File: src/design/dzgspi_pkg.sv
// Shared types, widths and register indexes for the dead-band PI controller.
`timescale 1ns / 1ps

package dzgspi_pkg;

    // Field and register widths
    localparam int TempW  = 16;
    localparam int ErrW   = TempW + 1;
    localparam int GainW  = 16;
    localparam int DzW    = 15;
    localparam int LimW   = 15;
    localparam int IntegW = 24;
    localparam int ProdW  = ErrW + GainW + 1;
    localparam int TermW  = ProdW - 12;
    localparam int SumW   = IntegW + 1;
    localparam int CfgIdxW  = 3;
    localparam int CfgDataW = 16;

    typedef logic signed [TempW-1:0] t_temp;
    typedef logic [GainW-1:0]        t_gain;
    typedef logic [DzW-1:0]          t_dz;
    typedef logic [LimW-1:0]         t_lim;
    typedef logic [CfgIdxW-1:0]      t_cfg_idx;
    typedef logic [CfgDataW-1:0]     t_cfg_data;

    // Configuration register indexes
    localparam t_cfg_idx RegSetpoint    = 3'd0;
    localparam t_cfg_idx RegDeadZone    = 3'd1;
    localparam t_cfg_idx RegKpSmall     = 3'd2;
    localparam t_cfg_idx RegKpLarge     = 3'd3;
    localparam t_cfg_idx RegKi          = 3'd4;
    localparam t_cfg_idx RegSwitchError = 3'd5;
    localparam t_cfg_idx RegDriveLimit  = 3'd6;

    // Register reset values
    localparam t_temp RstSetpoint    = 16'sd0;
    localparam t_dz   RstDeadZone    = 15'd32;
    localparam t_gain RstKpSmall     = 16'd8192;
    localparam t_gain RstKpLarge     = 16'd40960;
    localparam t_gain RstKi          = 16'd307;
    localparam t_gain RstSwitchError = 16'd256;
    localparam t_lim  RstDriveLimit  = 15'd12800;

    // Rounding offset for Q19 to Q7 (half an LSB of the result)
    localparam logic signed [ProdW-1:0] RoundHalf = ProdW'(2048);

endpackage

File: src/design/deadzone_gain_scheduled_pi_top.sv
// Top level of the dead-band, gain-scheduled PI temperature controller.
`timescale 1ns / 1ps

// Channel   Direction  Handshake                  Payload
// in        sink       i_in_valid / o_in_stall    i_measured_temp
// out       source     o_out_valid / i_out_stall  o_drive, o_clamped
// cfg       sink       i_cfg_we                   i_cfg_index, i_cfg_data
//
// One transfer in per cycle while o_in_stall is low; each result passes the input register, then the result register.
// The input register feeds one pass of error, dead band, two multipliers, integrator
// update and clamp straight into the result register; the integrator loop closes
// in that pass. Reset is synchronous, active low, and clears the valids, the integrator
// and the configuration registers. A stalled result holds; the input register takes a
// new item while it is empty or the result register is free or being emptied.
module deadzone_gain_scheduled_pi_top (
    input  logic                   i_clk,
    input  logic                   i_rst_n,
    input  logic                   i_in_valid,
    output logic                   o_in_stall,
    input  dzgspi_pkg::t_temp      i_measured_temp,
    output logic                   o_out_valid,
    input  logic                   i_out_stall,
    output dzgspi_pkg::t_temp      o_drive,
    output logic                   o_clamped,
    input  logic                   i_cfg_we,
    input  dzgspi_pkg::t_cfg_idx   i_cfg_index,
    input  dzgspi_pkg::t_cfg_data  i_cfg_data
);
    import dzgspi_pkg::*;

    // Configuration registers
    t_temp r_setpoint;
    t_dz   r_dead_zone;
    t_gain r_kp_small;
    t_gain r_kp_large;
    t_gain r_ki;
    t_gain r_switch_error;
    t_lim  r_drive_limit;

    // Pipeline registers
    logic                     r_in_valid;
    t_temp                    r_in_temp;
    logic                     r_out_valid;
    t_temp                    r_drive;
    logic                     r_clamped;
    logic signed [IntegW-1:0] r_integ;

    // Datapath
    logic signed [ErrW-1:0]  w_err_raw;
    logic signed [ErrW-1:0]  w_dz;
    logic signed [ErrW-1:0]  w_err;
    logic [ErrW-1:0]         w_mag;
    logic                    w_large;
    t_gain                   w_kp;
    logic signed [ProdW-1:0] w_p_prod;
    logic signed [ProdW-1:0] w_i_prod;
    logic signed [TermW-1:0] w_up;
    logic signed [TermW-1:0] w_ui_inc;
    logic signed [SumW-1:0]  w_integ_sum;
    logic signed [IntegW-1:0] w_integ_sat;
    logic signed [IntegW-1:0] n_integ;
    logic signed [IntegW-1:0] w_ui;
    logic signed [SumW-1:0]  w_u;
    logic signed [SumW-1:0]  w_lim;
    t_temp                   n_drive;
    logic                    n_clamped;
    logic                    w_advance;

    // Handshake: the result register frees when empty or when its transfer completes
    assign w_advance   = !r_out_valid || !i_out_stall;
    assign o_in_stall  = r_in_valid && !w_advance;
    assign o_out_valid = r_out_valid;
    assign o_drive     = r_drive;
    assign o_clamped   = r_clamped;

    // Write configuration registers, keeping the low bits of the data
    always_ff @(posedge i_clk) begin
        if (!i_rst_n) begin
            r_setpoint     <= RstSetpoint;
            r_dead_zone    <= RstDeadZone;
            r_kp_small     <= RstKpSmall;
            r_kp_large     <= RstKpLarge;
            r_ki           <= RstKi;
            r_switch_error <= RstSwitchError;
            r_drive_limit  <= RstDriveLimit;
        end else if (i_cfg_we) begin
            case (i_cfg_index)
                RegSetpoint:    r_setpoint     <= $signed(i_cfg_data);
                RegDeadZone:    r_dead_zone    <= i_cfg_data[DzW-1:0];
                RegKpSmall:     r_kp_small     <= i_cfg_data;
                RegKpLarge:     r_kp_large     <= i_cfg_data;
                RegKi:          r_ki           <= i_cfg_data;
                RegSwitchError: r_switch_error <= i_cfg_data;
                RegDriveLimit:  r_drive_limit  <= i_cfg_data[LimW-1:0];
                default: ;
            endcase
        end
    end

    // Form the error and apply the dead band
    always_comb begin
        w_err_raw = ErrW'(r_setpoint) - ErrW'(r_in_temp);
        w_dz      = $signed({2'b00, r_dead_zone});
        if (w_err_raw > w_dz) begin
            w_err = w_err_raw - w_dz;
        end else if (w_err_raw < -w_dz) begin
            w_err = w_err_raw + w_dz;
        end else begin
            w_err = '0;
        end
        w_mag   = w_err[ErrW-1] ? ErrW'(-w_err) : w_err;
        w_large = w_mag > {1'b0, r_switch_error};
        w_kp    = w_large ? r_kp_large : r_kp_small;
    end

    // Scale by the gains, rounding to nearest with ties upward
    always_comb begin
        w_p_prod = ProdW'($signed({1'b0, w_kp}) * w_err) + RoundHalf;
        w_i_prod = ProdW'($signed({1'b0, r_ki}) * w_err) + RoundHalf;
        w_up     = w_p_prod[ProdW-1:12];
        w_ui_inc = w_i_prod[ProdW-1:12];
    end

    // Update the integrator, saturating to its width; on a large error load the P term instead
    always_comb begin
        w_integ_sum = SumW'(r_integ) + SumW'(w_ui_inc);
        if (w_integ_sum[SumW-1] != w_integ_sum[SumW-2]) begin
            w_integ_sat = w_integ_sum[SumW-1] ? {1'b1, {(IntegW-1){1'b0}}}
                                              : {1'b0, {(IntegW-1){1'b1}}};
        end else begin
            w_integ_sat = w_integ_sum[IntegW-1:0];
        end
        if (w_large) begin
            n_integ = IntegW'(w_up);
            w_ui    = '0;
        end else begin
            n_integ = w_integ_sat;
            w_ui    = w_integ_sat;
        end
    end

    // Sum the terms and clamp to the drive limit
    always_comb begin
        w_u   = SumW'(w_up) + SumW'(w_ui);
        w_lim = $signed({{(SumW-LimW){1'b0}}, r_drive_limit});
        if (w_u > w_lim) begin
            n_drive   = w_lim[TempW-1:0];
            n_clamped = 1'b1;
        end else if (w_u < -w_lim) begin
            n_drive   = TempW'(-w_lim);
            n_clamped = 1'b1;
        end else begin
            n_drive   = w_u[TempW-1:0];
            n_clamped = 1'b0;
        end
    end

    // Advance valids and the integrator
    always_ff @(posedge i_clk) begin
        if (!i_rst_n) begin
            r_in_valid  <= 1'b0;
            r_out_valid <= 1'b0;
            r_integ     <= '0;
        end else begin
            if (!o_in_stall) begin
                r_in_valid <= i_in_valid;
            end
            if (w_advance) begin
                r_out_valid <= r_in_valid;
                if (r_in_valid) begin
                    r_integ <= n_integ;
                end
            end
        end
    end

    // Capture payloads
    always_ff @(posedge i_clk) begin
        if (!o_in_stall && i_in_valid) begin
            r_in_temp <= i_measured_temp;
        end
        if (w_advance && r_in_valid) begin
            r_drive   <= n_drive;
            r_clamped <= n_clamped;
        end
    end

endmodule

File: config.mk
export PLATFORM = sky130hd
export DESIGN_NAME = deadzone_gain_scheduled_pi_top
export DESIGN_NICKNAME = d
export VERILOG_FILES = /design/src/design/dzgspi_pkg.sv /design/src/design/deadzone_gain_scheduled_pi_top.sv
export SDC_FILE = /design/constraint.sdc
export NUM_CORES = 2
export LEC_CHECK = 0
export BUFFER_PORTS_ARGS = -buffer_cell sky130_fd_sc_hd__buf_4
export CORE_MARGIN = 5
export CORE_UTILIZATION = 60
export CTS_CLUSTER_DIAMETER = 200
export DETAILED_ROUTE_END_ITERATION = 8
export PLACE_DENSITY_LB_ADDON = 0.08
export SETUP_SLACK_MARGIN = 0.2
export SYNTH_ARGS = -nofsm -noshare
export SYNTH_HDL_FRONTEND = slang
export SYNTH_SLANG_ARGS = --single-unit
export TNS_END_PERCENT = 1
File: constraint.sdc
create_clock -name i_clk -period 24.5 [get_ports i_clk]
set_input_delay 7.35 -clock i_clk [delete_from_list [all_inputs] [get_ports i_clk]]
set_output_delay 7.35 -clock i_clk [all_outputs]
set_load 0.03 [all_outputs]
-- Word level (Yosys, flattened, before mapping)
Cells that the tools add are included.
- output and inout bits: 19
- bits of input ports: 40
- bits in registers: 169
- $mul: 2
- reduce and logical (&&, ||, !) cells: 17
- order comparisons: 5
- $add $sub $neg: 10
- eq/ne operators: 7
- mux-type cells: 11
- operators with widths (kind ; number):
    $mux W24 ; 4
    $add A34 B13 Y34 const B ; 2
    $mul A17 B17 Y34 ; 2
    $mux W17 ; 3
    $gt A17 B16 Y1 ; 2
    $mux W16 ; 2
    $add A22 B24 Y25 ; 1
    $add A24 B22 Y25 ; 1
    $gt A25 B16 Y1 ; 1
    $lt A25 B25 Y1 ; 1
    $neg A15 Y25 ; 1
    $add A17 B16 Y17 ; 1
    $lt A17 B17 Y1 ; 1
    $neg A15 Y17 ; 1
    $neg A17 Y17 ; 1
    $sub A16 B16 Y17 ; 1
    $sub A17 B16 Y17 ; 1
    $reduce_and A2 Y1 ; 8
    $mux W15 ; 1
    $eq A3 B3 Y1 const B ; 3
    $eq A3 B2 Y1 const B ; 2
    $logic_not A1 Y1 ; 4
    $eq A3 B1 Y1 const B ; 1
    $logic_and A1 B1 Y1 ; 3
    4 further kinds ; 4

-- Depth between registers and ports, before layout
- depth in word-level cells: 14
- mapped depth: 93

-- Worst setup path before layout
OpenSTA, ideal clock, no wires.
- path kind: reg2reg
- from: reg r_setpoint[0]
- to: reg r_drive[10] (netlist: o_drive[10]), data pin
- period minus slack after synthesis: 17.077 ns
- required time: 24.224 ns
- stages on the path, launching flop included: 76
- data arrival time: 16.801 ns
- path buffers: 7
- slack: 7.423 ns
- cell sequence: dfxtp_1 inv_1 ha_1 inv_1 fa_1 a21o_1 a21oi_1 xnor2_1 ha_1 buf_2 o211ai_1 a21oi_1 o41a_1 a2111o_1 a32oi_4 nor2_2 clkbuf_1 a21oi_1 (+40 left out) nand2b_1 a211oi_1 nor2_1 ha_1 a21o_1 a21oi_1 nor2b_1 o21ai_0 nand2b_1 a221oi_1 a21oi_1 or3_1 nor4_1 nand4b_1 o21ai_0 clkbuf_1 clkbuf_1 a22oi_1
- cells in the longest elaborated chain, start to end: 14
- elaborated cells on any way between the ends: 25
- those cells by class: add/sub: 8; mul: 2; order compare: 5; eq/ne: 1; mux: 9
- RTL lines (item ; RTL line ; text):
    start, declared ; deadzone_gain_scheduled_pi_top.sv:32 ; t_temp r_setpoint;
    start signal, assigned ; deadzone_gain_scheduled_pi_top.sv:79 ; r_setpoint <= RstSetpoint;
    start signal, assigned ; deadzone_gain_scheduled_pi_top.sv:88 ; RegSetpoint: r_setpoint <= $signed(i_cfg_data);
    $sub A16 B16 Y17 (*) ; deadzone_gain_scheduled_pi_top.sv:102 ; w_err_raw = ErrW'(r_setpoint) - ErrW'(r_in_temp);
    $add A17 B16 Y17 or $lt A17 B17 Y1 (tied branches) ; deadzone_gain_scheduled_pi_top.sv:107, deadzone_gain_scheduled_pi_top.sv:106 ;
    $mux W17 ; deadzone_gain_scheduled_pi_top.sv:106 ; end else if (w_err_raw < -w_dz) begin
    $mux W17 (*) ; deadzone_gain_scheduled_pi_top.sv:104 ; if (w_err_raw > w_dz) begin
    $neg A17 Y17 or $mul A17 B17 Y34 (tied branches) ; deadzone_gain_scheduled_pi_top.sv:111, deadzone_gain_scheduled_pi_top.sv:119 ;
    $mux W17 or $add A34 B13 Y34 (tied branches) ; deadzone_gain_scheduled_pi_top.sv:111, deadzone_gain_scheduled_pi_top.sv:119 ;
    $gt A17 B16 Y1 or $add A24 B22 Y25 (tied branches) ; deadzone_gain_scheduled_pi_top.sv:112, deadzone_gain_scheduled_pi_top.sv:126 ;
    $mux W16 (tied with other cells) ; deadzone_gain_scheduled_pi_top.sv:113 ; w_kp = w_large ? r_kp_large : r_kp_small;
    $mul A17 B17 Y34 or $mux W24 (tied branches) ; deadzone_gain_scheduled_pi_top.sv:118, deadzone_gain_scheduled_pi_top.sv:127 ;
    $add A34 B13 Y34 or $mux W24 (tied branches) ; deadzone_gain_scheduled_pi_top.sv:118, deadzone_gain_scheduled_pi_top.sv:133 ;
    $add A22 B24 Y25 (*) ; deadzone_gain_scheduled_pi_top.sv:144 ; w_u = SumW'(w_up) + SumW'(w_ui);
    $lt A25 B25 Y1 ; deadzone_gain_scheduled_pi_top.sv:149 ; end else if (w_u < -w_lim) begin
    $mux W16 ; deadzone_gain_scheduled_pi_top.sv:149 ;
    $mux W15 (*) ; deadzone_gain_scheduled_pi_top.sv:146 ; if (w_u > w_lim) begin
    via n_drive[10] ; deadzone_gain_scheduled_pi_top.sv:65 ; t_temp n_drive;
    end signal, assigned ; deadzone_gain_scheduled_pi_top.sv:183 ; r_drive <= n_drive;
    end, declared ; deadzone_gain_scheduled_pi_top.sv:44 ; t_temp r_drive;
The timed path passes the listed nets; every way through them passes the cells marked *.
A chain may end at the register's enable or synchronous reset.

-- Worst setup path after layout
- from: reg r_setpoint[0]
- to: reg r_drive[6] (netlist: o_drive[6]), data pin
Same word-level chain as after synthesis.

==> run summary <==
First-pass iteration count of the detailed router -> 6
Clk sink count -> 169
Most frequent CP cell -> inv_1
Synth top area share -> 27.09%
Slowest cell on crit path -> mux2i_1
Clock skew -> 0.01784 ns
Syn Nets -> 4656
Cts hold-fix bufs -> 0
Yosys reg bits -> 169
Most frequent cell after synthesis -> inv_1
Area taken by flip-flops and latches -> 3714 um^2
CTS buffer count -> 17
# DRC -> 0
Critical Path Start Type -> flip-flop
Slew Limit Headroom -> 3.583%
Post-CTS Repair Setup Buffers -> 0
Syn-to-layout area delta -> 5.587%
Type of the worst min-delay path -> reg2reg
Critical Path End Type -> flip-flop
Initial core utilization -> 60.70%
Crit path max-delay family -> compound AO/OA/AOI/OAI gates
Max Slew Vio Count -> 0
Most frequent cells after synthesis -> inv_1 (664), nand2_1 (527), fa_1 (423), ha_1 (407), a21oi_1 (253)
Post-CTS Resized -> 0
First-pass GRT wire length -> 147.1 mm
Period utilization -> 82.89%
Initial DRC Count -> 2219
Critical path type -> reg2reg
NumNets Final -> 4642
RSZ-0062 raised after global routing -> no
Worst-skew pair later-pin latency -> 0.45 ns
DP Wirelength -> 72.15 mm
I/O Pins -> 59
Largest net degree at the start of global routing -> 77
Total die area -> 56770 um^2
Core area -> 51510 um^2
Number of synthesized flops with an enable pin -> 33
Wire per inst -> 20.36 um
Reg2reg setup slack -> 4.19 ns
Total number of vias -> 26240
Distinct cells, synth -> 85
Initial antenna violation count -> 0
ANT cells -> 0
Vias per cell -> 5.877
Total Routing Usage GR -> 32.49%
Number of global-route vias before repair -> 27060
Synth warn -> 0
Clk buf depth -> 2
Sequential area share after synthesis -> 11.88%
Multi-input logic area -> 24600 um^2
Minimum clock period after layout -> 20.31 ns
Ys flop type -> dfxtp_1
Outcome -> complete, no violations
WP buf/inv -> 10
Cell Rows -> 83
Filler cells -> 4466
Fin. Hold Viols -> 0
Max FO, Critical Path -> 56
CP required -> 24.70 ns
Final setup fails -> 0
CP Data Arrival Time -> 20.51 ns
Routed Antenna Nets -> 0
Crit-path max cell delay -> 0.89 ns
Detailed Route WL -> 90.91 mm
Placer congestion estimate -> 0.9377
Worst-margin pin slew -> 1.446 ns
Die Y -> 238.3 um
Average cell area after synthesis -> 8.258 um^2
Synth area leader -> fa_1
Clk slew on worst S/H paths -> 0.07 ns
Buffers on Ports -> 58
Achievable frequency -> 49.24 MHz
CTS tree -> built
Die width -> 238.3 um
Synth top area cells -> fa_1 (27%), ha_1 (16%), dfxtp_1 (8.7%), inv_1 (8.0%), nand2_1 (6.3%)
Post-Syn Instances -> 3786
Ratio of cells with drive above 1 in the final layout -> 5.205%
Syn Std Cell Area -> 31260 um^2
Root Buffer Master -> clkbuf_16
GRT Residual Overflow -> 0
Maxcap violations -> 0
Util after Layout -> 64.09%
Synth async-reset ratio -> 0%
CTS H-tree depth -> 4
Setup TNS -> 0 ns
## through the flow
stage	std cells	cell area [um^2]	hold WS, ns	setup WS, ns
after floorplan	3786	31260	0.4363	7.423
after global placement	4433	32450	0.4467	5.228
after detailed placement	4433	32450	0.4478	4.676
after CTS	4465	33010	0.4576	4.604
after global routing	4465	33010	0.4788	2.728
final	4465	33010	0.4593	4.193
## tightest hold or removal path, stage by stage (launching register included)
cell	delay [ns]
dfxtp_1	0.31
nand2_1	0.05
a21oi_1	0.05
## layout make-up
type | instances | share of cell area, %
Tap cell | 680 | 2.577
Timing Repair Buffer | 104 | 2.365
Inverter | 667 | 7.584
Sequential cell | 169 | 11.25
Multi-Input combinational cell | 2813 | 74.52
Clock inverter | 15 | 0.4169
Clock buffer | 17 | 1.289
## routing by layer
| layer | part of all wire [%] | vias to the layer above | global-route usage, % |
|---|---|---|---|
| met1 | 42 | 12960 | 44.88 |
| met4 | 3.8 | 0 | 10.71 |
| li1 | - | 12060 | - |
| met5 | 0 | - | 0 |
| met2 | 46 | 1026 | 52.81 |
| met3 | 8.0 | 200 | 5.062 |
## registers in the layout (all words and copies together), names as in the netlist
name            cells
r_switch_error     16
r_kp_large         16
o_drive            16
o_clamped           1
o_out_valid         1
r_integ            24
r_setpoint         16
r_ki               16
r_in_temp          16
r_kp_small         16
r_in_valid          1
r_drive_limit      15
r_dead_zone        15
## kinds of logic (layout without fill, tap and decap cells)
group,count (synthesis),after routing,share of synthesized area (%)
simple gates,1217,1217,18.08
mux,39,39,1.329
fa+ha+maj,830,830,43.37
compound gates,593,593,11.90
buf+inv,804,803,9.685
xor+xnor,134,134,3.754
flops,169,169,11.88
## layout by cell type (no fill, tap or decap), types with 7 or more instances in the layout
cell type / instances
edfxtp_1: 33
or3_1: 19
a31oi_1: 13
nand2_1: 527
a211o_1: 14
nor3_1: 40
nand2b_1: 48
and2_1: 135
fa_1: 423
nor2b_1: 80
ha_1: 407
mux2i_1: 21
xnor2_1: 96
nand4_1: 16
a21o_1: 48
a211oi_1: 11
nor2_1: 228
inv_1: 663
o211ai_1: 19
o21bai_1: 7
mux2_2: 17
a21oi_1: 252
nand3_1: 49
clkbuf_16: 17
nor4_1: 10
or2_2: 16
xor2_1: 38
buf_4: 104
o21a_1: 40
o31ai_1: 12
and3_1: 23
o21ai_0: 95
dfxtp_1: 136
## worst paths after layout
kind	startpoint	end	depth (start not counted)
setup / recovery	r_setpoint[0]$_SDFFE_PN0P_	o_drive[6]$_DFFE_PP_	78
hold / removal	r_switch_error[1]$_SDFFE_PN0P_	r_switch_error[1]$_SDFFE_PN0P_	2
setup reg to reg	r_setpoint[0]$_SDFFE_PN0P_	o_drive[6]$_DFFE_PP_	78
hold reg to reg	r_switch_error[1]$_SDFFE_PN0P_	r_switch_error[1]$_SDFFE_PN0P_	2
Power is not shown: default switching activity piles up to over one toggle a cycle in this logic, so the estimate is an artifact.
